## config.mk

```make
export PLATFORM = sky130hd
export DESIGN_NAME = tps_cordic
export DESIGN_NICKNAME = d
export VERILOG_FILES = /design/src/design/tps_pkg.sv /design/src/design/tps_cordic.sv
export SDC_FILE = /design/constraint.sdc
export NUM_CORES = 2
export LEC_CHECK = 0
export BUFFER_PORTS_ARGS = -buffer_cell sky130_fd_sc_hd__buf_2
export CAP_MARGIN = 0
export CORE_MARGIN = 3
export CORE_UTILIZATION = 35
export DETAILED_ROUTE_END_ITERATION = 6
export PLACE_DENSITY = 0.51
export SLEW_MARGIN = 40
export SYNTH_ARGS = -nofsm -noshare
export SYNTH_HDL_FRONTEND = slang
export SYNTH_SLANG_ARGS = --single-unit
```

## constraint.sdc

```tcl
create_clock -name clk -period 4.7 [get_ports clk]
set_input_delay 0.47 -clock clk [delete_from_list [all_inputs] [get_ports clk]]
set_output_delay 0.47 -clock clk [all_outputs]
set_load 0.03 [all_outputs]
```

## src/design/tps_pkg.sv

```systemverilog
`timescale 1ns / 1ps

package tps_pkg;

  // CORDIC datapath widths: x/y in 2^-16 m, z in 2^-24 rad
  localparam int X_W       = 27;
  localparam int Z_W       = 28;
  localparam int ANG_W     = 16;
  localparam int DIST_W    = 21;
  localparam int TF_W      = 17;
  localparam int TURN_W    = 20;
  localparam int SPEED_W   = 19;
  localparam int CFG_W     = 16;
  localparam int CFG_IDX_W = 3;
  localparam int ATAN_N    = 24;

  // Stream payload widths
  localparam int S_DATA_W = 32;
  localparam int M_DATA_W = 40;

  // Fixed-point constants
  localparam logic signed [Z_W-1:0] HALF_PI_Q24 = Z_W'(26353589);
  localparam logic [15:0]           INV_GAIN_Q16 = 16'd39797;
  localparam logic [12:0]           HALF_PI_Q12 = 13'd6434;
  // floor(2^32 / 6434): reciprocal for the turn-factor quotient
  localparam logic [19:0]           TF_RECIP = 20'd667542;

  // Configuration register indexes
  typedef enum logic [CFG_IDX_W-1:0] {
    REG_HEADING_GAIN       = 3'd0,
    REG_DISTANCE_GAIN      = 3'd1,
    REG_SPEED_LIMIT        = 3'd2,
    REG_TURN_RATE_LIMIT    = 3'd3,
    REG_YAW_COMPENSATION   = 3'd4,
    REG_SPEED_COMPENSATION = 3'd5
  } reg_index_t;

  typedef struct packed {
    logic [CFG_W-1:0] heading_gain;
    logic [CFG_W-1:0] distance_gain;
    logic [CFG_W-1:0] speed_limit;
    logic [CFG_W-1:0] turn_rate_limit;
    logic [CFG_W-1:0] yaw_compensation;
    logic [CFG_W-1:0] speed_compensation;
  } cfg_t;

  // One classified target: zero marks an item whose command is forced to zero
  typedef struct packed {
    logic                  zero;
    logic signed [X_W-1:0] x;
    logic signed [X_W-1:0] y;
    logic signed [Z_W-1:0] z;
  } item_t;

  // atan(2^-i) in 2^-24 rad
  function automatic logic signed [Z_W-1:0] atan_q24(input int unsigned i);
    logic signed [Z_W-1:0] a;
    unique case (i)
      0:  a = Z_W'(13176795);
      1:  a = Z_W'(7778716);
      2:  a = Z_W'(4110060);
      3:  a = Z_W'(2086331);
      4:  a = Z_W'(1047214);
      5:  a = Z_W'(524117);
      6:  a = Z_W'(262123);
      7:  a = Z_W'(131069);
      8:  a = Z_W'(65536);
      9:  a = Z_W'(32768);
      10: a = Z_W'(16384);
      11: a = Z_W'(8192);
      12: a = Z_W'(4096);
      13: a = Z_W'(2048);
      14: a = Z_W'(1024);
      15: a = Z_W'(512);
      16: a = Z_W'(256);
      17: a = Z_W'(128);
      18: a = Z_W'(64);
      19: a = Z_W'(32);
      20: a = Z_W'(16);
      21: a = Z_W'(8);
      22: a = Z_W'(4);
      23: a = Z_W'(2);
      default: a = '0;
    endcase
    return a;
  endfunction

  // One vectoring micro-rotation: drive y toward zero
  function automatic item_t cordic_iter(input item_t s, input int unsigned i);
    item_t                 r;
    logic signed [X_W-1:0] dx;
    logic signed [X_W-1:0] dy;
    r  = s;
    dx = s.y >>> i;
    dy = s.x >>> i;
    if (!s.y[X_W-1]) begin
      r.x = s.x + dx;
      r.y = s.y - dy;
      r.z = s.z + atan_q24(i);
    end else begin
      r.x = s.x - dx;
      r.y = s.y + dy;
      r.z = s.z - atan_q24(i);
    end
    return r;
  endfunction

endpackage

```

## src/design/tps_cordic.sv

```systemverilog
`timescale 1ns / 1ps

module tps_cordic #(
  parameter int STEPS = 16
) (
  input  logic           clk,
  input  logic           rst,
  input  logic           en,
  input  logic           in_valid,
  input  tps_pkg::item_t in_item,
  output logic           out_valid,
  output tps_pkg::item_t out_item
);

  logic [STEPS:1] vld;
  tps_pkg::item_t st [1:STEPS];

  assign out_valid = vld[STEPS];
  assign out_item  = st[STEPS];

  // Shift stage valids
  always_ff @(posedge clk) begin
    if (rst) begin
      vld <= '0;
    end else if (en) begin
      vld <= {vld[STEPS-1:1], in_valid};
    end
  end

  // One micro-rotation per stage
  always_ff @(posedge clk) begin
    if (en) begin
      st[1] <= tps_pkg::cordic_iter(in_item, 0);
      for (int unsigned i = 1; i < STEPS; i++) begin
        st[i+1] <= tps_pkg::cordic_iter(st[i], i);
      end
    end
  end

endmodule

```

---- Yosys cells after proc, flatten, opt, wreduce, memory -nomap -nowiden ----
Memories as Yosys holds them, arrays and structs flattened.
Index checks and enable logic that the tools add are counted.
cells by class
  $add $sub $neg .......................... 95
  muxes and demuxes ....................... 98
operators by type and width
  kind                          count
  2-to-1 mux 82 bit             32
  2-to-1 mux 28 bit             64
  adder 28 bit                  16
  subtractor 28 bit             16
  adder 27 x 12 -> 27 bit       2
  adder 27 x 13 -> 27 bit       2
  adder 27 x 14 -> 27 bit       2
  adder 27 x 15 -> 27 bit       2
  adder 27 x 16 -> 27 bit       2
  adder 27 x 17 -> 27 bit       2
  adder 27 x 18 -> 27 bit       2
  adder 27 x 19 -> 27 bit       2
  adder 27 x 20 -> 27 bit       2
  adder 27 x 21 -> 27 bit       2
  adder 27 x 22 -> 27 bit       2
  adder 27 x 23 -> 27 bit       2
  adder 27 x 24 -> 27 bit       2
  adder 27 x 25 -> 27 bit       2
  adder 27 x 26 -> 27 bit       2
  subtractor 27 x 12 -> 27 bit  2
  subtractor 27 x 13 -> 27 bit  2
  subtractor 27 x 14 -> 27 bit  2
  subtractor 27 x 15 -> 27 bit  2
  subtractor 27 x 16 -> 27 bit  2
  13 further kinds              25
word-level totals
  flip-flop bits (word level) ............. 16
  memory bits (writable) .................. 1328
  input port bits ......................... 87
  output and inout bits ................... 84
  logic and storage cells ................. 195
  memories ................................ 1
memories
  name  depth  width  read ports  clocked after memory_dff  wr ports  line              source
  st    16     83     16          0                         16        tps_cordic.sv:16  tps_pkg::item_t st [1:STEPS];

---- Depth between registers and ports, before layout ----
  depth after elaboration ................. 5
  depth in mapped cells ................... 21

---- Least setup slack after synthesis ----
OpenSTA, ideal clock, no wires.
  kind .................................... reg2reg
  from .................................... register, netlist name st[0][475]
  to ...................................... register, netlist name st[0][551]
  arrival time ............................ 3.962 ns
  required time ........................... 4.442 ns
  path slack .............................. 0.480 ns
  stages on the path, launching flop included .. 22
  buffers on the path ..................... 1
  cell sequence ........................... edfxtp_1 > inv_1 > ha_1 > nand2_1 > nor3_1 > nor4bb_1 > nand2_1 > nor2_1 > a21oi_1 > xor2_1 > ha_1 > and2_1 > clkbuf_1 > a21oi_1 > o21ai_0 > a221o_1 > a21o_1 > a21oi_1 > o41ai_1 > a21o_1 > a21oi_1 > xnor2_1

==> results by group <==
Clock network
  – Number of buffers created by CTS: 170
  – CTS H-tree lvls: 4
  – Root Driver: clkbuf_16
  – Clk sinks: 1,343
  – Clock transition at path regs: 50 ps
  – CTS tree: built
  – Clock tree buffer depth: 4
  – Skew-Pair Late Insertion Delay: 880 ps

Final layout
  – Most frequent cells in the layout: edfxtp_1 (1,327), ha_1 (1,259), nor2_1 (1,078)
  – Commonest non-fill, non-tap cell in the layout: edfxtp_1
  – Post-route cell area: 120,000 um2
  – Final core utilization: 39.6%
  – Final net count: 12,671
  – Synth-to-Final Area Change: 12.2%
  – Share of layout cells above drive strength 1: 7.76%

Critical path
  – Crit path capture type: flip-flop
  – R2R setup slack: 210 ps
  – Crit-path max FO: 15
  – Critical path launch point type: flip-flop
  – Worst EP required: 5190 ps
  – Critical path class: reg -> reg
  – Critical Path AT: 4980 ps

Detailed routing
  – DRT Pass-1 Iters: 6
  – Antenna viol nets, final: 0
  – Iteration-0 DRC Markers: 5,089
  – Number of remaining DRC errors: 0
  – Via count: 81,226
  – DRT Wirelength: 285,000 um
  – Drt wl/cell: 18.4 um
  – Average vias per placed instance: 5.24

Flow run
  – Max_cap viols: 0

STA
  – Final Max Tran Viols: 0
  – Final worst-path cycle share: 95.5%
  – Clk_skew: 92.5 ps
  – Final setup fails: 0
  – Final hold violation count: 0
  – Final critical-path required period: 4490 ps
  – Worst-margin pin slew: 931 ps
  – Rel. slew slack: 37.9%
  – Fmax: 0.223 GHz

Place
  – GP Congestion: 0.893
  – Placed cell areas: 114,000 um2
  – Final HPWL DP: 227,000 um
  – Buffers on Ports: 170

Status
  – Status: finished clean

Logic synthesis
  – #FFs+latches synth: 1,343
  – Post-Syn Area: 107,000 um2
  – Net count after synthesis: 12,307
  – Synthesized instance count: 10,912
  – Async SR Flop Fraction: 0%
  – Syn avg cell area: 9.83 um2
  – Post-synthesis sequential area ratio: 37.5%
  – YS warnings: 0
  – Top_reg_cell synth: edfxtp_1
  – EDFF count, synth: 1,327
  – Unique cell type count in the Yosys netlist: 105

Floorplan
  – Core footprint: 304,000 um2
  – Io pins: 171
  – Row count: 202
  – Die footprint: 313,000 um2
  – Die Wd: 560 um
  – Initial Utilization: 35.3%
  – Die Span Y: 560 um

GRT
  – Total GRT Usage: 17.6%
  – Largest net degree at the start of global routing: 122
  – First-pass GRT wire length: 449,000 um
  – GRT Residual Overflow: 0
  – Vias in the first global route: 80,847
  – Initial antenna violation count: 6

Min path
  – HP Class: in -> reg
sequential cells by signal, summed over array words and instances, names as in the netlist:
register,count
vld,16
st,1327
worst max-delay path, stage by stage (launching register included):
cell and delay, ps:
edfxtp_1 540, inv_1 130, buf_4 240, ha_1 320, and4_1 230, a2111oi_4 430, a211o_1 240, nor4_1 90
o21ai_2 210, a211oi_1 130, buf_4 180, and4_1 230, a2111oi_4 350, a21oi_1 140, xnor2_1 690
metrics by stage:
step                      TNS (ps)  instances  hold slack, ps  setup slack [ps]
after floorplan                  0      10912             400               480
after global placement           0      15172             400              40.5
after detailed placement         0      15172             405              68.6
after CTS                        0      15489            13.2              29.3
after global routing         -44.7      15495            66.7             -21.4
final                            0      15495            85.7               214
synthesized netlist by cell type, types with 83 or more instances:
| library cell | number | share of area [%] |
|---|---|---|
| edfxtp_1 | 1327 | 37 |
| ha_1 | 1259 | 15 |
| nor2_1 | 1079 | 3.8 |
| a21oi_1 | 1072 | 5.0 |
| xnor2_1 | 1040 | 8.5 |
| inv_1 | 565 | 2.0 |
| xor2_1 | 494 | 4.0 |
| nand2_1 | 480 | 1.7 |
| o21ai_0 | 478 | 2.2 |
| a21o_1 | 439 | 3.1 |
| nor3_1 | 272 | 1.3 |
| nor2b_1 | 197 | 1.1 |
| nand2b_1 | 170 | 0.99 |
| o21a_1 | 168 | 1.2 |
| nand3_1 | 143 | 0.67 |
| o21bai_1 | 134 | 0.94 |
| a31oi_1 | 125 | 0.73 |
| clkbuf_1 | 122 | 0.43 |
| and3_1 | 98 | 0.57 |
| buf_4 | 83 | 0.58 |
worst paths after layout:
kind / from / endpoint / cells past startpoint
setup / recovery: st[0][635]$_DFFE_PP_ / st[0][691]$_DFFE_PP_ / 14
hold / removal: in_item[55] / st[0][138]$_DFFE_PP_ / 3
setup reg to reg: st[0][635]$_DFFE_PP_ / st[0][691]$_DFFE_PP_ / 14
hold reg to reg: st[0][1081]$_DFFE_PP_ / st[0][1164]$_DFFE_PP_ / 0
area by class of cell:
type / count / area, um2
Tap cell: 4080 / 5100
Antenna cell: 1 / 2.50
Timing Repair Buffer: 431 / 3030
Clock buffer: 197 / 4460
Inverter: 569 / 2140
Multi-Input combinational cell: 8761 / 63900
Sequential cell: 1343 / 40200
Clock inverter: 113 / 1470
Fill cell: 29928 / 184000
timing repair:
action                                 in CTS  in global routing
gates resized for setup                     0                 38
setup buffers                               0                  4
endpoints found under the hold margin      21                  0
hold buffers                                7                  0
setup endpoints to repair                   0                 36
cells by family (layout without fill, tap and decap cells):
logic type,after synthesis,in the layout,share of synthesized area (%)
adders and majority gates,1308,1308,15.6
DFF,1343,1343,37.5
other,0,1,0
and+or+nand+nor,2859,2859,12.8
buffers and inverters,808,1310,3.13
xor gates and xnor gates,1534,1534,12.5
AOI/OAI and AO/OA,2984,2984,17.7
muxes,76,76,0.750
layer usage:
metal	GRT usage, %	routed length, um
met3	1.79	9880
met1	22.9	129000
met2	31.3	140000
met5	0	13
met4	4.14	6630
Power is left out: the tool's default activity adds up to more than one toggle a clock period on the data nets, which glitch-free logic cannot reach.
