`config.mk`:
```
export PLATFORM = sky130hd
export DESIGN_NAME = tps_queue
export DESIGN_NICKNAME = d
export VERILOG_FILES = /design/src/design/tps_pkg.sv /design/src/design/tps_queue.sv
export SDC_FILE = /design/constraint.sdc
export NUM_CORES = 1
export LEC_CHECK = 0
export BUFFER_PORTS_ARGS = -buffer_cell sky130_fd_sc_hd__buf_2
export CAP_MARGIN = 20
export CORE_ASPECT_RATIO = 1.5
export CORE_MARGIN = 3
export CORE_UTILIZATION = 57
export CTS_CLUSTER_SIZE = 20
export DETAILED_ROUTE_END_ITERATION = 7
export PLACE_DENSITY_LB_ADDON = 0.15
export REMOVE_ABC_BUFFERS = 1
export SYNTH_ARGS = -nofsm -noshare
export SYNTH_HDL_FRONTEND = slang
export SYNTH_SLANG_ARGS = --single-unit
```
`constraint.sdc`:
```
create_clock -name clk -period 4.86 [get_ports clk]
set_clock_uncertainty 0.05 [all_clocks]
set_input_delay 1.458 -clock clk [delete_from_list [all_inputs] [get_ports clk]]
set_output_delay 1.458 -clock clk [all_outputs]
set_load 0.02 [all_outputs]
```
`src/design/tps_pkg.sv`:
```
`timescale 1ns / 1ps

package tps_pkg;

  // CORDIC datapath widths: x/y in 2^-16 m, z in 2^-24 rad
  localparam int X_W       = 27;
  localparam int Z_W       = 28;
  localparam int ANG_W     = 16;
  localparam int DIST_W    = 21;
  localparam int TF_W      = 17;
  localparam int TURN_W    = 20;
  localparam int SPEED_W   = 19;
  localparam int CFG_W     = 16;
  localparam int CFG_IDX_W = 3;
  localparam int ATAN_N    = 24;

  // Stream payload widths
  localparam int S_DATA_W = 32;
  localparam int M_DATA_W = 40;

  // Fixed-point constants
  localparam logic signed [Z_W-1:0] HALF_PI_Q24 = Z_W'(26353589);
  localparam logic [15:0]           INV_GAIN_Q16 = 16'd39797;
  localparam logic [12:0]           HALF_PI_Q12 = 13'd6434;
  // floor(2^32 / 6434): reciprocal for the turn-factor quotient
  localparam logic [19:0]           TF_RECIP = 20'd667542;

  // Configuration register indexes
  typedef enum logic [CFG_IDX_W-1:0] {
    REG_HEADING_GAIN       = 3'd0,
    REG_DISTANCE_GAIN      = 3'd1,
    REG_SPEED_LIMIT        = 3'd2,
    REG_TURN_RATE_LIMIT    = 3'd3,
    REG_YAW_COMPENSATION   = 3'd4,
    REG_SPEED_COMPENSATION = 3'd5
  } reg_index_t;

  typedef struct packed {
    logic [CFG_W-1:0] heading_gain;
    logic [CFG_W-1:0] distance_gain;
    logic [CFG_W-1:0] speed_limit;
    logic [CFG_W-1:0] turn_rate_limit;
    logic [CFG_W-1:0] yaw_compensation;
    logic [CFG_W-1:0] speed_compensation;
  } cfg_t;

  // One classified target: zero marks an item whose command is forced to zero
  typedef struct packed {
    logic                  zero;
    logic signed [X_W-1:0] x;
    logic signed [X_W-1:0] y;
    logic signed [Z_W-1:0] z;
  } item_t;

  // atan(2^-i) in 2^-24 rad
  function automatic logic signed [Z_W-1:0] atan_q24(input int unsigned i);
    logic signed [Z_W-1:0] a;
    unique case (i)
      0:  a = Z_W'(13176795);
      1:  a = Z_W'(7778716);
      2:  a = Z_W'(4110060);
      3:  a = Z_W'(2086331);
      4:  a = Z_W'(1047214);
      5:  a = Z_W'(524117);
      6:  a = Z_W'(262123);
      7:  a = Z_W'(131069);
      8:  a = Z_W'(65536);
      9:  a = Z_W'(32768);
      10: a = Z_W'(16384);
      11: a = Z_W'(8192);
      12: a = Z_W'(4096);
      13: a = Z_W'(2048);
      14: a = Z_W'(1024);
      15: a = Z_W'(512);
      16: a = Z_W'(256);
      17: a = Z_W'(128);
      18: a = Z_W'(64);
      19: a = Z_W'(32);
      20: a = Z_W'(16);
      21: a = Z_W'(8);
      22: a = Z_W'(4);
      23: a = Z_W'(2);
      default: a = '0;
    endcase
    return a;
  endfunction

  // One vectoring micro-rotation: drive y toward zero
  function automatic item_t cordic_iter(input item_t s, input int unsigned i);
    item_t                 r;
    logic signed [X_W-1:0] dx;
    logic signed [X_W-1:0] dy;
    r  = s;
    dx = s.y >>> i;
    dy = s.x >>> i;
    if (!s.y[X_W-1]) begin
      r.x = s.x + dx;
      r.y = s.y - dy;
      r.z = s.z + atan_q24(i);
    end else begin
      r.x = s.x - dx;
      r.y = s.y + dy;
      r.z = s.z - atan_q24(i);
    end
    return r;
  endfunction

endpackage

```
`src/design/tps_queue.sv`:
```
`timescale 1ns / 1ps

module tps_queue #(
  parameter int DEPTH = 4
) (
  input  logic           clk,
  input  logic           rst,
  input  logic           push,
  input  tps_pkg::item_t push_item,
  input  logic           pop,
  output logic           full,
  output logic           not_empty,
  output tps_pkg::item_t head
);

  localparam int PTR_W = $clog2(DEPTH);
  localparam int CNT_W = $clog2(DEPTH + 1);

  tps_pkg::item_t   mem [DEPTH];
  logic [PTR_W-1:0] wr_ptr;
  logic [PTR_W-1:0] rd_ptr;
  logic [CNT_W-1:0] count;

  assign full      = (count == CNT_W'(DEPTH));
  assign not_empty = (count != '0);
  assign head      = mem[rd_ptr];

  // Advance pointers and occupancy
  always_ff @(posedge clk) begin
    if (rst) begin
      wr_ptr <= '0;
      rd_ptr <= '0;
      count  <= '0;
    end else begin
      if (push) begin
        wr_ptr <= (wr_ptr == PTR_W'(DEPTH - 1)) ? '0 : wr_ptr + 1'b1;
      end
      if (pop) begin
        rd_ptr <= (rd_ptr == PTR_W'(DEPTH - 1)) ? '0 : rd_ptr + 1'b1;
      end
      unique case ({push, pop})
        2'b10:   count <= count + 1'b1;
        2'b01:   count <= count - 1'b1;
        default: count <= count;
      endcase
    end
  end

  // Store entry
  always_ff @(posedge clk) begin
    if (push) begin
      mem[wr_ptr] <= push_item;
    end
  end

endmodule

```
-- Word level (Yosys, flattened, before mapping)
Memories as Yosys holds them, arrays and structs flattened. A register that Yosys moved wholly into a read port is not among the register bits.
Index checks and enable logic that the tools add are counted.
- $add $sub $neg: 4
- equality and inequality tests: 5
- mux-type cells: 7
- reduce and logical (&&, ||, !) cells: 2
- operators by type and width (operator ; count):
    $mux 2 ; 4
    $eq 2x2->1 const B ; 3
    $pmux 3 s2 ; 1
    $add 2x1->2 const B ; 2
    $add 3x1->3 const B ; 1
    $eq 3x3->1 const B ; 1
    $reduce_bool 3->1 ; 1
    $sub 3x1->3 const B ; 1
    $eq 2x1->1 const B ; 1
    $mux 1 ; 2
    $reduce_bool 2->1 ; 1
- register bits: 7
- RAM bits: 332
- input bits: 87
- output and inout bits: 85
- word-level logic and storage cells: 22
- memories kept: 1
- memories (name ; words ; bits a word ; rd ports ; clocked after Yosys merged registers in ; write ports ; RTL line ; source):
    mem ; 4 ; 83 ; 1 ; 1 ; 1 ; tps_queue.sv:19 ; tps_pkg::item_t mem [DEPTH];

-- Logic depth before layout (Yosys ltp)
- depth after elaboration: 4
- depth in mapped cells: 7
- depth with buffers taken out: 7

-- Worst setup path after synthesis
Ideal clock, no wire load.
- kind: input-to-reg
- start: input push
- end: memory mem[0][0] in the netlist's numbering, enable pin
- data arrival time: 3.388 ns
- required time: 4.360 ns
- setup slack: 0.972 ns
- stages on the path: 1
- path buffers: 0
- path through: and2_1
- longest elaborated chain between the ends: 2
- RTL lines (what ; RTL line ; source):
    start: declaration ; tps_queue.sv:8 ; input logic push,
    $mux 1 ; tps_queue.sv:51 ; if (push) begin
    $mux 1 (not written as such) ; tps_queue.sv:52 ; mem[wr_ptr] <= push_item;
    end: declaration ; tps_queue.sv:19 ;
Every way passes these cells.

==> impl_results.html <==
<table>
<tr><th>Metric</th><th>Value</th></tr>
<tr><th colspan="2">Clock tree</th></tr>
<tr><td>Number of buffers inserted during clock tree synthesis</td><td>31</td></tr>
<tr><td>Insertion delay of the later-clocked pin in the worst-skew pair</td><td>550 ps</td></tr>
<tr><td>Clock H-tree levels</td><td>1</td></tr>
<tr><td>Number of hold buffers added after cts</td><td>0</td></tr>
<tr><td>Count of buffers added by post-CTS timing repair for setup</td><td>0</td></tr>
<tr><td>Maximum clock insertion buffer count</td><td>3</td></tr>
<tr><td>Number of clock sinks seen by CTS</td><td>341</td></tr>
<tr><td>Register clock-pin slew on the reported worst setup and hold paths</td><td>70 ps</td></tr>
<tr><td>Root buf cell</td><td>sky130_fd_sc_hd__clkbuf_16</td></tr>
<tr><td>CTS tree</td><td>yes</td></tr>
<tr><td>CTS-repair resized insts</td><td>0</td></tr>
<tr><th colspan="2">Layout</th></tr>
<tr><td>Post-route standard cell area excluding fillers</td><td>14600 um^2</td></tr>
<tr><td>Area added between synthesis and finish</td><td>17.51%</td></tr>
<tr><td>Antenna diodes</td><td>0</td></tr>
<tr><td>Count of nets after finishing</td><td>770</td></tr>
<tr><td>Share of cells above drive strength 1</td><td>44.51%</td></tr>
<tr><td>Flip-flop and latch area</td><td>10160 um^2</td></tr>
<tr><td>Multi-input logic area</td><td>2122 um^2</td></tr>
<tr><td>Fill cells</td><td>1346</td></tr>
<tr><th colspan="2">Placement</th></tr>
<tr><td>Placement Cell Area</td><td>13630 um^2</td></tr>
<tr><td>Count of buffers inserted at the top-level ports</td><td>171</td></tr>
<tr><td>Weighted congestion reported at the end of routability-driven placement</td><td>0.6986</td></tr>
<tr><td>HPWL after detailed placement</td><td>13.75 mm</td></tr>
<tr><td>Pre-CTS worst setup slack</td><td>1437 ps</td></tr>
<tr><th colspan="2">Route</th></tr>
<tr><td>ANT nets after route</td><td>0</td></tr>
<tr><td>Average wire per cell in the routed design</td><td>23.21 um</td></tr>
<tr><td>Total via count after detailed routing</td><td>5533</td></tr>
<tr><td>DRC violation count after routing</td><td>0</td></tr>
<tr><td>Iteration count of the initial detailed-routing pass</td><td>4</td></tr>
<tr><td>Iter 0 DRT Violations</td><td>286</td></tr>
<tr><td>Total Wirelength</td><td>22.49 mm</td></tr>
<tr><td>Average via count per standard cell</td><td>5.710</td></tr>
<tr><th colspan="2">Logic synthesis</th></tr>
<tr><td>Seq/Total Area, Yosys</td><td>81.68%</td></tr>
<tr><td>EDFF count, synth</td><td>332</td></tr>
<tr><td>Register bit total from synthesis</td><td>341</td></tr>
<tr><td>Count of mapped cells out of synthesis</td><td>481</td></tr>
<tr><td>Async SR Flop Fraction</td><td>0%</td></tr>
<tr><td>Leading post-synthesis cells by cell area</td><td>sky130_fd_sc_hd__edfxtp_1, sky130_fd_sc_hd__mux4_2, sky130_fd_sc_hd__dfxtp_1, sky130_fd_sc_hd__buf_6, sky130_fd_sc_hd__ha_1</td></tr>
<tr><td>Area fraction of the dominant cell type after synthesis</td><td>80.23%</td></tr>
<tr><td>Yosys Warn Count</td><td>0</td></tr>
<tr><td>Leading area contributor after synthesis</td><td>sky130_fd_sc_hd__edfxtp_1</td></tr>
<tr><td>Leading cell type by number of instances after synthesis</td><td>sky130_fd_sc_hd__edfxtp_1</td></tr>
<tr><td>Synth cell count leaders</td><td>sky130_fd_sc_hd__edfxtp_1, sky130_fd_sc_hd__mux4_2, sky130_fd_sc_hd__buf_2, sky130_fd_sc_hd__dfxtp_1, sky130_fd_sc_hd__buf_6</td></tr>
<tr><td>Mean cell area of the mapped netlist</td><td>25.84 um^2</td></tr>
<tr><td>Post-synthesis cell type count</td><td>18</td></tr>
<tr><td>Summed instance area of the synthesized netlist</td><td>12430 um^2</td></tr>
<tr><td>Top flip-flop cell by instance count after synthesis</td><td>sky130_fd_sc_hd__edfxtp_1</td></tr>
<tr><th colspan="2">Run status</th></tr>
<tr><td>Status</td><td>finished clean</td></tr>
<tr><th colspan="2">Floorplan</th></tr>
<tr><td>Die ar.</td><td>23650 um^2</td></tr>
<tr><td>Die width</td><td>126.6 um</td></tr>
<tr><td>Floorplan core area</td><td>21230 um^2</td></tr>
<tr><td>Starting density of the core</td><td>58.54%</td></tr>
<tr><td>Site Rows</td><td>65</td></tr>
<tr><td>Number of primary I/O pins</td><td>172</td></tr>
<tr><td>Die Height</td><td>186.8 um</td></tr>
<tr><th colspan="2">Timing</th></tr>
<tr><td>Max_slew headroom</td><td>42.29%</td></tr>
<tr><td>Final setup viols</td><td>0</td></tr>
<tr><td>Final critical-path required period</td><td>3912 ps</td></tr>
<tr><td>Period utilization</td><td>80.49%</td></tr>
<tr><td>Final max-slew violation count</td><td>0</td></tr>
<tr><td>Crit path setup slack, layout</td><td>948.0 ps</td></tr>
<tr><td>Setup repair after global routing missed its margin</td><td>false</td></tr>
<tr><td>FMAX</td><td>255.6 MHz</td></tr>
<tr><td>Actual transition at the worst max-transition pin</td><td>865.6 ps</td></tr>
<tr><td>Fin. Hold Viols</td><td>0</td></tr>
<tr><th colspan="2">GRT</th></tr>
<tr><td>Busiest grt layer</td><td>met2</td></tr>
<tr><td>Met3 Use GR</td><td>4.086%</td></tr>
<tr><td>Wire length of the first global-routing pass</td><td>35.19 mm</td></tr>
<tr><td>GR met1 Demand/Resource</td><td>24.43%</td></tr>
<tr><td>Met2 track demand over resource</td><td>34.34%</td></tr>
<tr><td>Via count of the first global-routing pass</td><td>6063</td></tr>
<tr><td>Global-route usage over all layers</td><td>19.36%</td></tr>
<tr><td>Grt total ovfl</td><td>0</td></tr>
<tr><td>Number of antenna violations at the first check in global routing</td><td>1</td></tr>
<tr><td>Pin count of the biggest net entering global routing</td><td>57</td></tr>
<tr><th colspan="2">Worst setup path</th></tr>
<tr><td>Slowest cell on crit path</td><td>sky130_fd_sc_hd__dfxtp_4</td></tr>
<tr><td>Worst endpoint required time</td><td>3350 ps</td></tr>
<tr><td>Worst setup EP type</td><td>primary output</td></tr>
<tr><td>Crit path launch type</td><td>register</td></tr>
<tr><td>Worst Path Class, Setup</td><td>reg2out</td></tr>
<tr><td>Biggest fanout along the worst timing path</td><td>30</td></tr>
<tr><td>Series of cell instances along the critical path</td><td>buf_12, mux4_2, buf_2</td></tr>
<tr><td>Data arrival at the endpoint of the critical path</td><td>2400 ps</td></tr>
<tr><td>Delay of the slowest cell on the worst path</td><td>760 ps</td></tr>
<tr><th colspan="2">Min path</th></tr>
<tr><td>Worst min-delay path class</td><td>reg2reg</td></tr>
<tr><th colspan="2">Pwr</th></tr>
<tr><td>Share of total power in combinational logic</td><td>9.2%</td></tr>
<tr><td>Switching power as a share of total power</td><td>21.78%</td></tr>
<tr><td>Sequential share of power</td><td>54.1%</td></tr>
<tr><td>Cell area power density</td><td>430.4 nW/um^2</td></tr>
<tr><td>Portion of total power attributed to the clock network</td><td>36.7%</td></tr>
<tr><td>Leakage power figure</td><td>4.935 nW</td></tr>
<tr><td>Power spent charging and discharging nets</td><td>1.369 mW</td></tr>
<tr><td>Worst IR drop on VDD</td><td>320.3 uV</td></tr>
<tr><td>Internal power component</td><td>4.917 mW</td></tr>
<tr><th colspan="2">Run</th></tr>
<tr><td>Max-Cap Viols</td><td>0</td></tr>
</table>
## area by class of cell
cell class,instances,share of cell area [%]
multi-input combinational,115,14.53
timing repair buffer,180,6.752
sequential,341,69.56
clock buffer,37,5.467
tap,268,2.296
inverter,7,0.1799
clock inverter,21,1.217
## cells in the final DEF, fill, tap and decap left out, drive strengths merged
master,count
mux2i,2
inv,8
edfxtp,332
and3,1
buf,180
bufinv,3
fa,1
ha,6
a21oi,4
mux4,83
nor3b,2
clkinv,15
clkbuf,37
dfxtp,9
and2,4
xor2,2
nor2,7
o21ai,1
or3,2
clkinvlp,2
## power by group through the flow
stage          clock network (mW)  logic [mW]  registers (mW)
5_1_grt                      2.48       0.620            3.41
6_report                     2.31       0.579            3.40
2_1_floorplan                   0       0.346            3.48
3_3_place_gp                    0       0.579            3.45
3_5_place_dp                    0       0.590            3.46
4_1_cts                      2.35       0.593            3.40
## final timing paths
kind                                 from         end  slack [ps]  cells after the start
worst max-delay path             register     head[3]         950                      3
worst max register to register  wr_ptr[0]  mem[2][27]        2780                      4
worst min-delay path             count[2]    count[2]         460                      2
worst min register to register   count[2]    count[2]         460                      2
## registers in the layout, summed over array words and instances, names as in the netlist, named ones only
name,count
count,3
wr_ptr,2
rd_ptr,2
mem,332
## worst max-delay path: cells and delay by family, from the launching register on
| kind | cells | cell delay, ps |
|---|---|---|
| buf+inv | 2 | 510 |
| flops | 1 | 760 |
| mux | 1 | 560 |
## per-layer routing
| layer | share of wire, % | vias to the layer above |
|---|---|---|
| li1 | - | 2456 |
| met1 | 38 | 2894 |
| met2 | 54 | 146 |
| met3 | 5.8 | 35 |
| met4 | 2.0 | 2 |
| met5 | 0.058 | - |
## cells by family (layout without fill, tap and decap cells)
logic type | Yosys count | in the layout | share of synthesized area, %
compound gates | 5 | 5 | 0.2013
xor+xnor | 2 | 2 | 0.1410
fa+ha+maj | 7 | 7 | 0.7652
buf+inv | 25 | 245 | 1.329
flops | 341 | 341 | 81.68
mux | 85 | 85 | 15.20
simple gates | 16 | 16 | 0.6846
## per-stage QoR
step	TNS (ps)	hold WS (ps)	total power, mW	cells	utilization [%]
5_1_grt	0	474.9	6.507	969	68.79
4_1_cts	0	467.0	6.348	969	68.79
6_report	0	464.9	6.286	969	68.79
2_1_floorplan	-71520	405.9	3.822	463	-
3_3_place_gp	0	425.8	4.033	911	64.20
3_5_place_dp	0	458.1	4.053	911	64.20
(Power assumes the default switching activity.)
