`config.mk`:
```
export PLATFORM = sky130hd
export DESIGN_NAME = tps_front
export DESIGN_NICKNAME = d
export VERILOG_FILES = /design/src/design/tps_pkg.sv /design/src/design/tps_front.sv
export SDC_FILE = /design/constraint.sdc
export NUM_CORES = 1
export LEC_CHECK = 0
export BUFFER_PORTS_ARGS = -buffer_cell sky130_fd_sc_hd__buf_2
export CAP_MARGIN = 20
export CORE_MARGIN = 3
export CORE_UTILIZATION = 40
export DETAILED_ROUTE_END_ITERATION = 6
export GPL_TIMING_DRIVEN = 0
export PLACE_DENSITY = 0.84
export SYNTH_ARGS = -nofsm -noshare
export SYNTH_HDL_FRONTEND = slang
export SYNTH_SLANG_ARGS = --single-unit
```
`constraint.sdc`:
```
create_clock -name vclk -period 2.8
set_input_delay 0.56 -clock vclk [all_inputs]
set_output_delay 0.56 -clock vclk [all_outputs]
set_load 0.01 [all_outputs]
```
`src/design/tps_pkg.sv`:
```
`timescale 1ns / 1ps

package tps_pkg;

  // CORDIC datapath widths: x/y in 2^-16 m, z in 2^-24 rad
  localparam int X_W       = 27;
  localparam int Z_W       = 28;
  localparam int ANG_W     = 16;
  localparam int DIST_W    = 21;
  localparam int TF_W      = 17;
  localparam int TURN_W    = 20;
  localparam int SPEED_W   = 19;
  localparam int CFG_W     = 16;
  localparam int CFG_IDX_W = 3;
  localparam int ATAN_N    = 24;

  // Stream payload widths
  localparam int S_DATA_W = 32;
  localparam int M_DATA_W = 40;

  // Fixed-point constants
  localparam logic signed [Z_W-1:0] HALF_PI_Q24 = Z_W'(26353589);
  localparam logic [15:0]           INV_GAIN_Q16 = 16'd39797;
  localparam logic [12:0]           HALF_PI_Q12 = 13'd6434;
  // floor(2^32 / 6434): reciprocal for the turn-factor quotient
  localparam logic [19:0]           TF_RECIP = 20'd667542;

  // Configuration register indexes
  typedef enum logic [CFG_IDX_W-1:0] {
    REG_HEADING_GAIN       = 3'd0,
    REG_DISTANCE_GAIN      = 3'd1,
    REG_SPEED_LIMIT        = 3'd2,
    REG_TURN_RATE_LIMIT    = 3'd3,
    REG_YAW_COMPENSATION   = 3'd4,
    REG_SPEED_COMPENSATION = 3'd5
  } reg_index_t;

  typedef struct packed {
    logic [CFG_W-1:0] heading_gain;
    logic [CFG_W-1:0] distance_gain;
    logic [CFG_W-1:0] speed_limit;
    logic [CFG_W-1:0] turn_rate_limit;
    logic [CFG_W-1:0] yaw_compensation;
    logic [CFG_W-1:0] speed_compensation;
  } cfg_t;

  // One classified target: zero marks an item whose command is forced to zero
  typedef struct packed {
    logic                  zero;
    logic signed [X_W-1:0] x;
    logic signed [X_W-1:0] y;
    logic signed [Z_W-1:0] z;
  } item_t;

  // atan(2^-i) in 2^-24 rad
  function automatic logic signed [Z_W-1:0] atan_q24(input int unsigned i);
    logic signed [Z_W-1:0] a;
    unique case (i)
      0:  a = Z_W'(13176795);
      1:  a = Z_W'(7778716);
      2:  a = Z_W'(4110060);
      3:  a = Z_W'(2086331);
      4:  a = Z_W'(1047214);
      5:  a = Z_W'(524117);
      6:  a = Z_W'(262123);
      7:  a = Z_W'(131069);
      8:  a = Z_W'(65536);
      9:  a = Z_W'(32768);
      10: a = Z_W'(16384);
      11: a = Z_W'(8192);
      12: a = Z_W'(4096);
      13: a = Z_W'(2048);
      14: a = Z_W'(1024);
      15: a = Z_W'(512);
      16: a = Z_W'(256);
      17: a = Z_W'(128);
      18: a = Z_W'(64);
      19: a = Z_W'(32);
      20: a = Z_W'(16);
      21: a = Z_W'(8);
      22: a = Z_W'(4);
      23: a = Z_W'(2);
      default: a = '0;
    endcase
    return a;
  endfunction

  // One vectoring micro-rotation: drive y toward zero
  function automatic item_t cordic_iter(input item_t s, input int unsigned i);
    item_t                 r;
    logic signed [X_W-1:0] dx;
    logic signed [X_W-1:0] dy;
    r  = s;
    dx = s.y >>> i;
    dy = s.x >>> i;
    if (!s.y[X_W-1]) begin
      r.x = s.x + dx;
      r.y = s.y - dy;
      r.z = s.z + atan_q24(i);
    end else begin
      r.x = s.x - dx;
      r.y = s.y + dy;
      r.z = s.z - atan_q24(i);
    end
    return r;
  endfunction

endpackage

```
`src/design/tps_front.sv`:
```
`timescale 1ns / 1ps

module tps_front (
  input  logic                             s_tvalid,
  output logic                             s_tready,
  input  logic [tps_pkg::S_DATA_W-1:0]     s_tdata,   // [15:0] target_x, [31:16] target_y
  input  logic                             s_tuser,   // [0] target_valid
  input  logic                             q_full,
  output logic                             push,
  output tps_pkg::item_t                   item
);

  logic signed [15:0]                tx;
  logic signed [15:0]                ty;
  logic signed [tps_pkg::X_W-1:0]    x0;
  logic signed [tps_pkg::X_W-1:0]    y0;

  assign tx = s_tdata[15:0];
  assign ty = s_tdata[31:16];
  assign x0 = tps_pkg::X_W'($signed({tx, 8'h00}));
  assign y0 = tps_pkg::X_W'($signed({ty, 8'h00}));

  // Take a transfer whenever the queue has room
  assign s_tready = !q_full;
  assign push     = s_tvalid && !q_full;

  // Classify and pre-rotate into the right half plane
  always_comb begin
    item.zero = !s_tuser || (tx == 16'sd0 && ty == 16'sd0);
    if (tx[15]) begin
      if (!ty[15]) begin
        item.x = y0;
        item.y = -x0;
        item.z = tps_pkg::HALF_PI_Q24;
      end else begin
        item.x = -y0;
        item.y = x0;
        item.z = -tps_pkg::HALF_PI_Q24;
      end
    end else begin
      item.x = x0;
      item.y = y0;
      item.z = '0;
    end
  end

endmodule

```
Word level (Yosys, flattened, before mapping). Index checks and enable logic that the tools add are counted.

Output and inout port bits: 85. Input bits: 35. Logic and storage cells: 11. Flip-flop bits (word level): 0.

Reduce and logical (&&, ||, !) cells: 7. Add/sub/neg operators: 2. Mux-type cells: 2.

Operator list (count): 82-bit two-way mux (2); 24-bit negator with 27-bit output (2); 16-bit zero test (2); 1-bit logical AND (2); 1-bit zero test (2); 1-bit logical OR (1).

Longest topological paths before layout. Gate-level depths: netlist (run 1).

Depth in word-level cells: 3. Depth in mapped cells: 6. Gate-level depth less buffers: 6.

Worst setup path before layout (run 1). Ideal clock, no wire load.

Path type: input-to-output. Start point: input port s_tdata[25] in the netlist's numbering. End point: output port item[78] in the netlist's numbering. Setup slack: -0.002 ns. Arrival time: 2.242 ns. Path buffers: 0. Stages on the path: 4. Data required time: 2.240 ns. Path through: or4_4 or3_4 or3_4 nor4_1.

RTL lines: from (decl) (RTL line tps_front.sv:6) `input logic [tps_pkg::S_DATA_W-1:0] s_tdata,`; to (decl) (RTL line tps_front.sv:10) `output tps_pkg::item_t item`.

==> results of run 1 <==
-- through the flow --
stage	std cells	total power, mW	utilization	setup TNS, ns	worst slack (ns)
floorplan	242	0.2174	-	0	0.03393
detailed placement	385	0.3462	0.6306	-2.533	-0.4942
finish	390	0.3686	0.6810	-0.2238	-0.09133
global placement	385	0.3438	0.6306	-2.762	-0.5431
CTS	388	0.3550	0.6552	-0.2222	-0.1177
global route	390	0.4038	0.6810	-0.4604	-0.1198
-- cells in the mapped netlist, drive strengths merged --
| cell | count |
|---|---|
| buf | 46 |
| nor2 | 41 |
| a21oi | 33 |
| xnor2 | 19 |
| clkbuf | 12 |
| inv | 11 |
| nand2 | 6 |
| a31oi | 5 |
| nor3 | 5 |
| xor2 | 5 |
| a41oi | 4 |
| nand3 | 4 |
| nor4 | 4 |
| o41ai | 4 |
| or4 | 4 |
| o21ai | 3 |
| or3 | 3 |
| ha | 2 |
| mux2i | 2 |
| o31ai | 2 |
| or2 | 2 |
| conb | 1 |
| nand4 | 1 |
| nor2b | 1 |
| nor3b | 1 |
| o2111ai | 1 |
| o311ai | 1 |
| o41a | 1 |
-- kinds of logic after synthesis --
logic type | Yosys count | share of synthesized area
compound gates | 54 | 0.2450
xor+xnor | 24 | 0.1541
fa+ha+maj | 2 | 0.01835
buf+inv | 69 | 0.3138
mux | 2 | 0.01468
other cells | 1 | 0.002750
simple gates | 72 | 0.2514
-- power groups by stage --
stage / sequential (mW) / combinational, mW / clock (mW)
after floorplan: 0 / 0.217 / 0
after global placement: 0 / 0.344 / 0
after detailed placement: 0 / 0.346 / 0
after CTS: 0 / 0.355 / 0
after global routing: 0 / 0.404 / 0
final: 0 / 0.369 / 0
-- final cells by class --
| class | count | share of cell area |
|---|---|---|
| Timing Repair Buffer | 104 | 0.2652 |
| Multi-Input combinational cell | 173 | 0.5099 |
| Tap cell | 44 | 0.02564 |
| Buffer | 58 | 0.1801 |
| Inverter | 11 | 0.01923 |
-- routing by layer --
metal  share of wire  vias to the layer above  track usage
li1                -                      950            -
met1            0.39                      834       0.2490
met2            0.50                      102       0.3686
met3            0.11                        2      0.02988
met4          0.0042                        0      0.01583
met5               0                        -            0
-- what timing repair did --
item,in CTS,in global routing
gates resized for setup,12,13
endpoints found under the hold margin,0,0
setup buffers,3,2
setup endpoints to repair,17,20
pin swaps,6,2
-- how the worst max path moves through the flow --
stage          depth (start not counted)   startpoint        to  slack (ns)
6_report                               7  s_tdata[24]  item[77]       -0.09
5_1_grt                                7  s_tdata[24]  item[77]       -0.12
4_1_cts                                8   s_tdata[0]  item[82]       -0.12
3_5_place_dp                           8   s_tdata[0]  item[82]       -0.49
3_3_place_gp                           8   s_tdata[0]  item[82]       -0.54
2_1_floorplan                          4  s_tdata[25]  item[82]        0.03
==> impl_metrics.ini, run 1 <==
[global_routing]
grt_usage = 0.1988
grt_pass1_wl_mm = 7.093
grt_pass1_vias = 1605
grt_antenna_before_repair = 0
grt-ovfl-total = 0
grt_start_max_net_pins = 15

[layout]
multi_input_logic_area_um2 = 1095
layout.sequential_cells = 0
antennaDiodeCount = 0
area.sequential_um2 = 0
clkbuf_count = 0
final_nets = 385
layout.cells.most_common_list = sky130_fd_sc_hd__buf_2 (95), sky130_fd_sc_hd__buf_4 (48), sky130_fd_sc_hd__nor2_1 (40)
final_common_cell = sky130_fd_sc_hd__buf_2
final_area_um2 = 2147
final_layout_size_suffix_gt1_frac = 0.4884
fillers = 291
areaGrowthSynthToFinish_pct = 57.43

[synthesis]
yosysUniqueCellTypes = 32
synth_top_area_cell = sky130_fd_sc_hd__buf_4
synth_largest_type_area_fraction = 0.2477
synthesis.instances = 224
yosysWarningCount = 0
post_synth.cell_area_avg_um2 = 6.088
synthTopCellsByArea = sky130_fd_sc_hd__buf_4 (25%), sky130_fd_sc_hd__xnor2_1 (12%), sky130_fd_sc_hd__a21oi_1 (12%), sky130_fd_sc_hd__nor2_1 (11%), sky130_fd_sc_hd__clkbuf_1 (3.3%)
ys_seq_area_frac = 0
syn-cell-area_um2 = 1364

[route]
antenna_violating_nets_post_route = 0
post-route-drc-count = 0
drt-wirelength-per-cell_um = 11.64
detailedRoute.firstIterationViolations = 76
total_via_count_after_detailed_routing = 1888
firstDrtPassIters = 4
drt-total-wl_mm = 4.539
post_drt_via_cell_ratio = 4.841

[timing]
slew_headroom = 0.5152
unrepaired_setup_endpoints_after_global_routing = true
layout_worst_path_cycle_share = 1.033
finalCriticalPeriod_ns = 2.891
final-hold-violation-count = 0
fin_ws_ns = -0.09133
maxSlewViolCount = 0
worst_slew_pin_slew_ns = 0.7212
whs_ns = 1.298
final_setup_violations = 4
max_freq_ghz = 0.3459

[critical_path]
arrival_time_worst_endpoint_ns = 2.33
critical_path_required_ns = 2.24
setup.worst_path.start_class = input port
crit_path_top_delay_cell = sky130_fd_sc_hd__or4_4
critical_path.cell_chain = buf_8 > or4_4 > or3_4 > buf_6 > or4_4 > nand3_2 > buf_6
cp_max_fo = 3
worst-path-buf-inv = 3
worst_setup_path_end_kind = output port
critical_path.top_delay_family = simple AND/OR/NAND/NOR gates
timing.setup.critical_path_class = input port to output port
slowest_cell_delay_on_critical_path_ns = 0.53

[power]
p_per_area_nw_per_um2 = 171.7
power_share_of_the_sequential_group = 0
peakVddDrop_uv = 87.35
swShare = 0.5347
power.leakage_nw = 1.130
cellInternalPower_uw = 171.5
power.share.combinational = 1.000
power.switching_uw = 197.1
fraction_of_power_consumed_by_the_clock_network = 0

[placed_design]
finalWeightedCongestion = 0.8492
portBuffers = 99
dpl.hpwl_mm = 3.540
placement.cell_area_um2 = 1988

[clock_tree]
cts-hold-fix-buffers = 0

[run_status]
failed_checks = setup timing
status = finished, violations left

[die]
core_area_um2 = 3153
design.die.area_um2 = 4146
floorplan.die.width_um = 64.39
start_util = 0.4325
die_height_um = 64.39
boundaryPins = 120
rows = 20

[hold_path]
worst_hold_path.endpoint = item[54]
hp-class = input port to output port
hold_path_startpoint = s_tdata[31]
timing.hold.worst_path_depth = 2

[job]
cap_violations = 0
Note: power is estimated with default switching activity, not from simulation.
==> run 2, diff against run 1 <==
--- a/config.mk
+++ b/config.mk
@@ -5,7 +5,7 @@
 export SDC_FILE = /design/constraint.sdc
 export NUM_CORES = 1
 export LEC_CHECK = 0
-export BUFFER_PORTS_ARGS = -buffer_cell sky130_fd_sc_hd__buf_2
+export BUFFER_PORTS_ARGS = -buffer_cell sky130_fd_sc_hd__clkbuf_2
 export CAP_MARGIN = 20
 export CORE_MARGIN = 3
 export CORE_UTILIZATION = 40
==> run 2 against run 1 <==
Effect of this change:
- the run still ends with setup timing left
- combinational power barely moved
- total power rose by 0.74%
- non-clock buffer count did not move
- final area fell by 0.35%
- hold slack improved by 0.0029 ns
- critical path type unchanged
- critical endpoint is now item[82]
==> impl_metrics.ini, run 2 (synthesis results as in run 1) <==
[global_routing]
grt-ovfl-total = 0
grt_start_max_net_pins = 15
grt_usage = 0.2075
grt_pass1_wl_mm = 7.362
grt_pass1_vias = 1610
grt_antenna_before_repair = 0

[timing]
fin_ws_ns = -0.06307
unrepaired_setup_endpoints_after_global_routing = true
slew_headroom = 0.4981
maxSlewViolCount = 0
worst_slew_pin_slew_ns = 0.7466
final-hold-violation-count = 0
whs_ns = 1.301
layout_worst_path_cycle_share = 1.023
max_freq_ghz = 0.3493
setup_tns_ns = -0.1253
final_setup_violations = 2
finalCriticalPeriod_ns = 2.863

[layout]
multi_input_logic_area_um2 = 1094
layout.sequential_cells = 0
layout.cells.most_common_list = sky130_fd_sc_hd__clkbuf_2 (92), sky130_fd_sc_hd__buf_4 (48), sky130_fd_sc_hd__nor2_1 (40)
areaGrowthSynthToFinish_pct = 56.88
area.sequential_um2 = 0
antennaDiodeCount = 0
final_layout_size_suffix_gt1_frac = 0.4855
layout.core_utilization = 0.6786
fillers = 292
final_nets = 385
clkbuf_count = 0
final_common_cell = sky130_fd_sc_hd__clkbuf_2

[critical_path]
critical_path_required_ns = 2.24
crit_path_launch = s_tdata[0]
arrival_time_worst_endpoint_ns = 2.30
cp_max_fo = 7
setup.worst_path.start_class = input port
timing.setup.critical_path_class = input port to output port
worst_setup_path_end_kind = output port
setup.worst_path.end = item[82]

[power]
p_per_area_nw_per_um2 = 173.6
power.leakage_nw = 1.131
design_power_total_uw = 371.3
peakVddDrop_uv = 83.86

[route]
total_via_count_after_detailed_routing = 1897
firstDrtPassIters = 4
antenna_violating_nets_post_route = 0
detailedRoute.firstIterationViolations = 179
post_drt_via_cell_ratio = 4.864
drt-total-wl_mm = 4.663
drt-wirelength-per-cell_um = 11.96
post-route-drc-count = 0

[die]
floorplan.die.width_um = 64.39
die_height_um = 64.39
design.die.area_um2 = 4146
start_util = 0.4325
rows = 20
core_area_um2 = 3153
boundaryPins = 120

[job]
cap_violations = 0

[hold_path]
hold_path_startpoint = s_tdata[31]
hp-class = input port to output port

[placed_design]
dpl.hpwl_mm = 3.637
portBuffers = 99
finalWeightedCongestion = 0.8547

[run_status]
status = finished, violations left
failed_checks = setup timing

[clock_tree]
cts-hold-fix-buffers = 0
## run 2: final cells by class
class                           instances  share of cell area
Inverter                               11             0.01930
Timing Repair Buffer                  104              0.2632
Tap cell                               44             0.02573
Multi-Input combinational cell        173              0.5111
Buffer                                 58              0.1807
## run 2: through the flow
stage                     instances  cell area, um2  worst slack, ns
after global routing            390            2140          -0.1133
after global placement          385            1988          -0.5373
after CTS                       387            2066          -0.1442
final                           390            2140         -0.06307
after floorplan                 242            1438          0.03393
after detailed placement        385            1988          -0.5559
## run 2: repair_timing
action	CTS	global route
gates resized for setup	11	18
buffers inserted	2	3
hold endpoints to repair	0	0
endpoints found under the setup margin	16	32
gates cloned	0	0
pin swaps	7	3
## run 2: where the power goes
| part | leakage, nW | internal, mW | total (mW) | switching (mW) |
|---|---|---|---|---|
| combinational | 1.13 | 0.170 | 0.371 | 0.201 |
| sequential | 0 | 0 | 0 | 0 |
| clock | 0 | 0 | 0 | 0 |
## run 2: layer usage
layer	wire, um	share of wire	up-vias	track usage
met4	40	0.0086	0	0.03166
met3	521	0.11	4	0.03339
li1	-	-	950	-
met1	1736	0.37	829	0.2583
met2	2365	0.51	114	0.3776
met5	0	0	-	0
## run 2: worst min-delay path by stage
stage / end / depth (start not counted)
floorplan: s_tready / 1
global placement: item[52] / 2
detailed placement: item[53] / 2
CTS: item[53] / 2
global route: item[54] / 2
finish: item[53] / 2
## run 2: critical path: stages
cell	delay, ns
sky130_fd_sc_hd__clkbuf_2	0.12
sky130_fd_sc_hd__inv_1	0.08
sky130_fd_sc_hd__ha_1	0.17
sky130_fd_sc_hd__nor3b_4	0.17
sky130_fd_sc_hd__buf_4	0.19
sky130_fd_sc_hd__nand4_1	0.10
sky130_fd_sc_hd__or4_1	0.44
sky130_fd_sc_hd__o41ai_2	0.29
sky130_fd_sc_hd__buf_2	0.18
==> run 3, diff against run 2 <==
--- a/config.mk
+++ b/config.mk
@@ -11,7 +11,7 @@
 export CORE_UTILIZATION = 40
 export DETAILED_ROUTE_END_ITERATION = 6
 export GPL_TIMING_DRIVEN = 0
-export PLACE_DENSITY = 0.84
+export PLACE_DENSITY_LB_ADDON = 0.1
 export SYNTH_ARGS = -nofsm -noshare
 export SYNTH_HDL_FRONTEND = slang
 export SYNTH_SLANG_ARGS = --single-unit
==> run 3 against run 2 <==
Effect of this change:
- the flow still finishes with violations (setup timing)
- critical path depth decreased by 3
- sequential share of layout area unchanged
- die area unchanged
- count of clock-buffer cells in the layout unchanged
- maximum frequency increased by 0.14%
- cell count increased by 0.51%
- total power increased by 1.1%
- combinational power increased by 1%
- setup slack improved by 0.0041 ns
- global-route usage increased by 0.25 points
==> impl_metrics.ini, run 3 (synthesis results as in run 1) <==
[critical_path]
setup.worst_path.start_class = input port
crit_path_launch = s_tdata[23]
arrival_time_worst_endpoint_ns = 2.30
cp_max_fo = 4
slowest_cell_delay_on_critical_path_ns = 0.54
setup.worst_path.end = item[82]
timing.setup.critical_path_class = input port to output port
critical_path_required_ns = 2.24
cpMostUsedCell = sky130_fd_sc_hd__or3_4
worst_setup_path_end_kind = output port
crit_path_top_delay_cell = sky130_fd_sc_hd__or4_4
critical_path.cell_chain = buf_8 > or4_4 > or3_4 > or3_4 > o41ai_4 > buf_2

[layout]
areaGrowthSynthToFinish_pct = 60.00
layout.cells.most_common_list = sky130_fd_sc_hd__clkbuf_2 (93), sky130_fd_sc_hd__buf_4 (50), sky130_fd_sc_hd__nor2_1 (40)
final_common_cell = sky130_fd_sc_hd__clkbuf_2
antennaDiodeCount = 0
layoutNonFillerInstCount = 392
clkbuf_count = 0
final_nets = 387
layout.core_utilization = 0.6921
layout.sequential_cells = 0
final_layout_size_suffix_gt1_frac = 0.4885
final_area_um2 = 2182
area.sequential_um2 = 0
fillers = 320

[power]
power.switching_uw = 202.5
peakVddDrop_uv = 87.50
cellInternalPower_uw = 173.1
power.leakage_nw = 1.170
power.share.combinational = 1.000
power_share_of_the_sequential_group = 0
swShare = 0.5391
fraction_of_power_consumed_by_the_clock_network = 0
design_power_total_uw = 375.6
p_per_area_nw_per_um2 = 172.1

[timing]
setup_tns_ns = -0.09035
unrepaired_setup_endpoints_after_global_routing = true
maxSlewViolCount = 0
slew_headroom = 0.5306
max_freq_ghz = 0.3498
finalCriticalPeriod_ns = 2.859
whs_ns = 1.300
layout_worst_path_cycle_share = 1.021
worst_slew_pin_slew_ns = 0.7015
fin_ws_ns = -0.05899
final_setup_violations = 2
final-hold-violation-count = 0

[hold_path]
hp-class = input port to output port

[die]
rows = 20
core_area_um2 = 3153
start_util = 0.4325
die_height_um = 64.39
boundaryPins = 120
floorplan.die.width_um = 64.39
design.die.area_um2 = 4146

[placed_design]
finalWeightedCongestion = 0.8554
placed_cells = 386
portBuffers = 99
pre_cts_ws_ns = -0.5161
dpl.hpwl_mm = 3.595
placement.cell_area_um2 = 1993

[route]
total_via_count_after_detailed_routing = 1862
drt-wirelength-per-cell_um = 11.70
drt-total-wl_mm = 4.585
detailedRoute.firstIterationViolations = 60
post_drt_via_cell_ratio = 4.750
post-route-drc-count = 0
antenna_violating_nets_post_route = 0
firstDrtPassIters = 4

[global_routing]
grt_usage = 0.2101
grt_antenna_before_repair = 0
grt_pass1_wl_mm = 7.403
grt_start_max_net_pins = 15
grt_pass1_vias = 1694
grt-ovfl-total = 0

[run_status]
status = finished, violations left
failed_checks = setup timing

[clock_tree]
cts-hold-fix-buffers = 0

[job]
cap_violations = 0
[run 3: critical path: cells and delay by family]
family | cells | cell delay (ns)
AOI/OAI and AO/OA | 1 | 0.20
buffers and inverters | 2 | 0.28
and+or+nand+nor | 3 | 1.26
[run 3: metal layers]
layer  vias to the layer above  share of wire  track usage
li1                        957              -            -
met1                       812           0.42       0.2500
met2                        91           0.49       0.3943
met3                         2          0.089      0.03515
met4                         0         0.0031      0.03430
met5                         -              0            0
[run 3: repair_timing]
| item | CTS | global route |
|---|---|---|
| pin swaps | 5 | 3 |
| resized for setup | 7 | 24 |
| buffers inserted | 2 | 4 |
| endpoints found under the setup margin | 11 | 22 |
[run 3: cell type report]
type,count,area [um2],share of cell area
multi-input combinational,173,1126,0.5161
buffer,58,387.9,0.1778
inverter,11,41.29,0.01892
timing repair buffer,106,571.8,0.2620
tap,44,55.05,0.02523
[run 3: worst min path at each step]
stage / slack, ns / cells after the start / startpoint / endpoint
final: 1.30 / 2 / s_tdata[31] / item[52]
after global routing: 1.31 / 2 / s_tdata[31] / item[52]
after CTS: 1.30 / 2 / s_tdata[31] / item[52]
after detailed placement: 1.30 / 2 / s_tdata[31] / item[52]
after global placement: 1.30 / 2 / s_tdata[31] / item[54]
after floorplan: 1.16 / 1 / q_full / s_tready
[run 3: power by group through the flow]
stage          Clock (mW)  Combinational (mW)  Sequential [mW]
2_1_floorplan           0               0.217                0
3_3_place_gp            0               0.345                0
3_5_place_dp            0               0.348                0
4_1_cts                 0               0.356                0
5_1_grt                 0               0.416                0
6_report                0               0.376                0
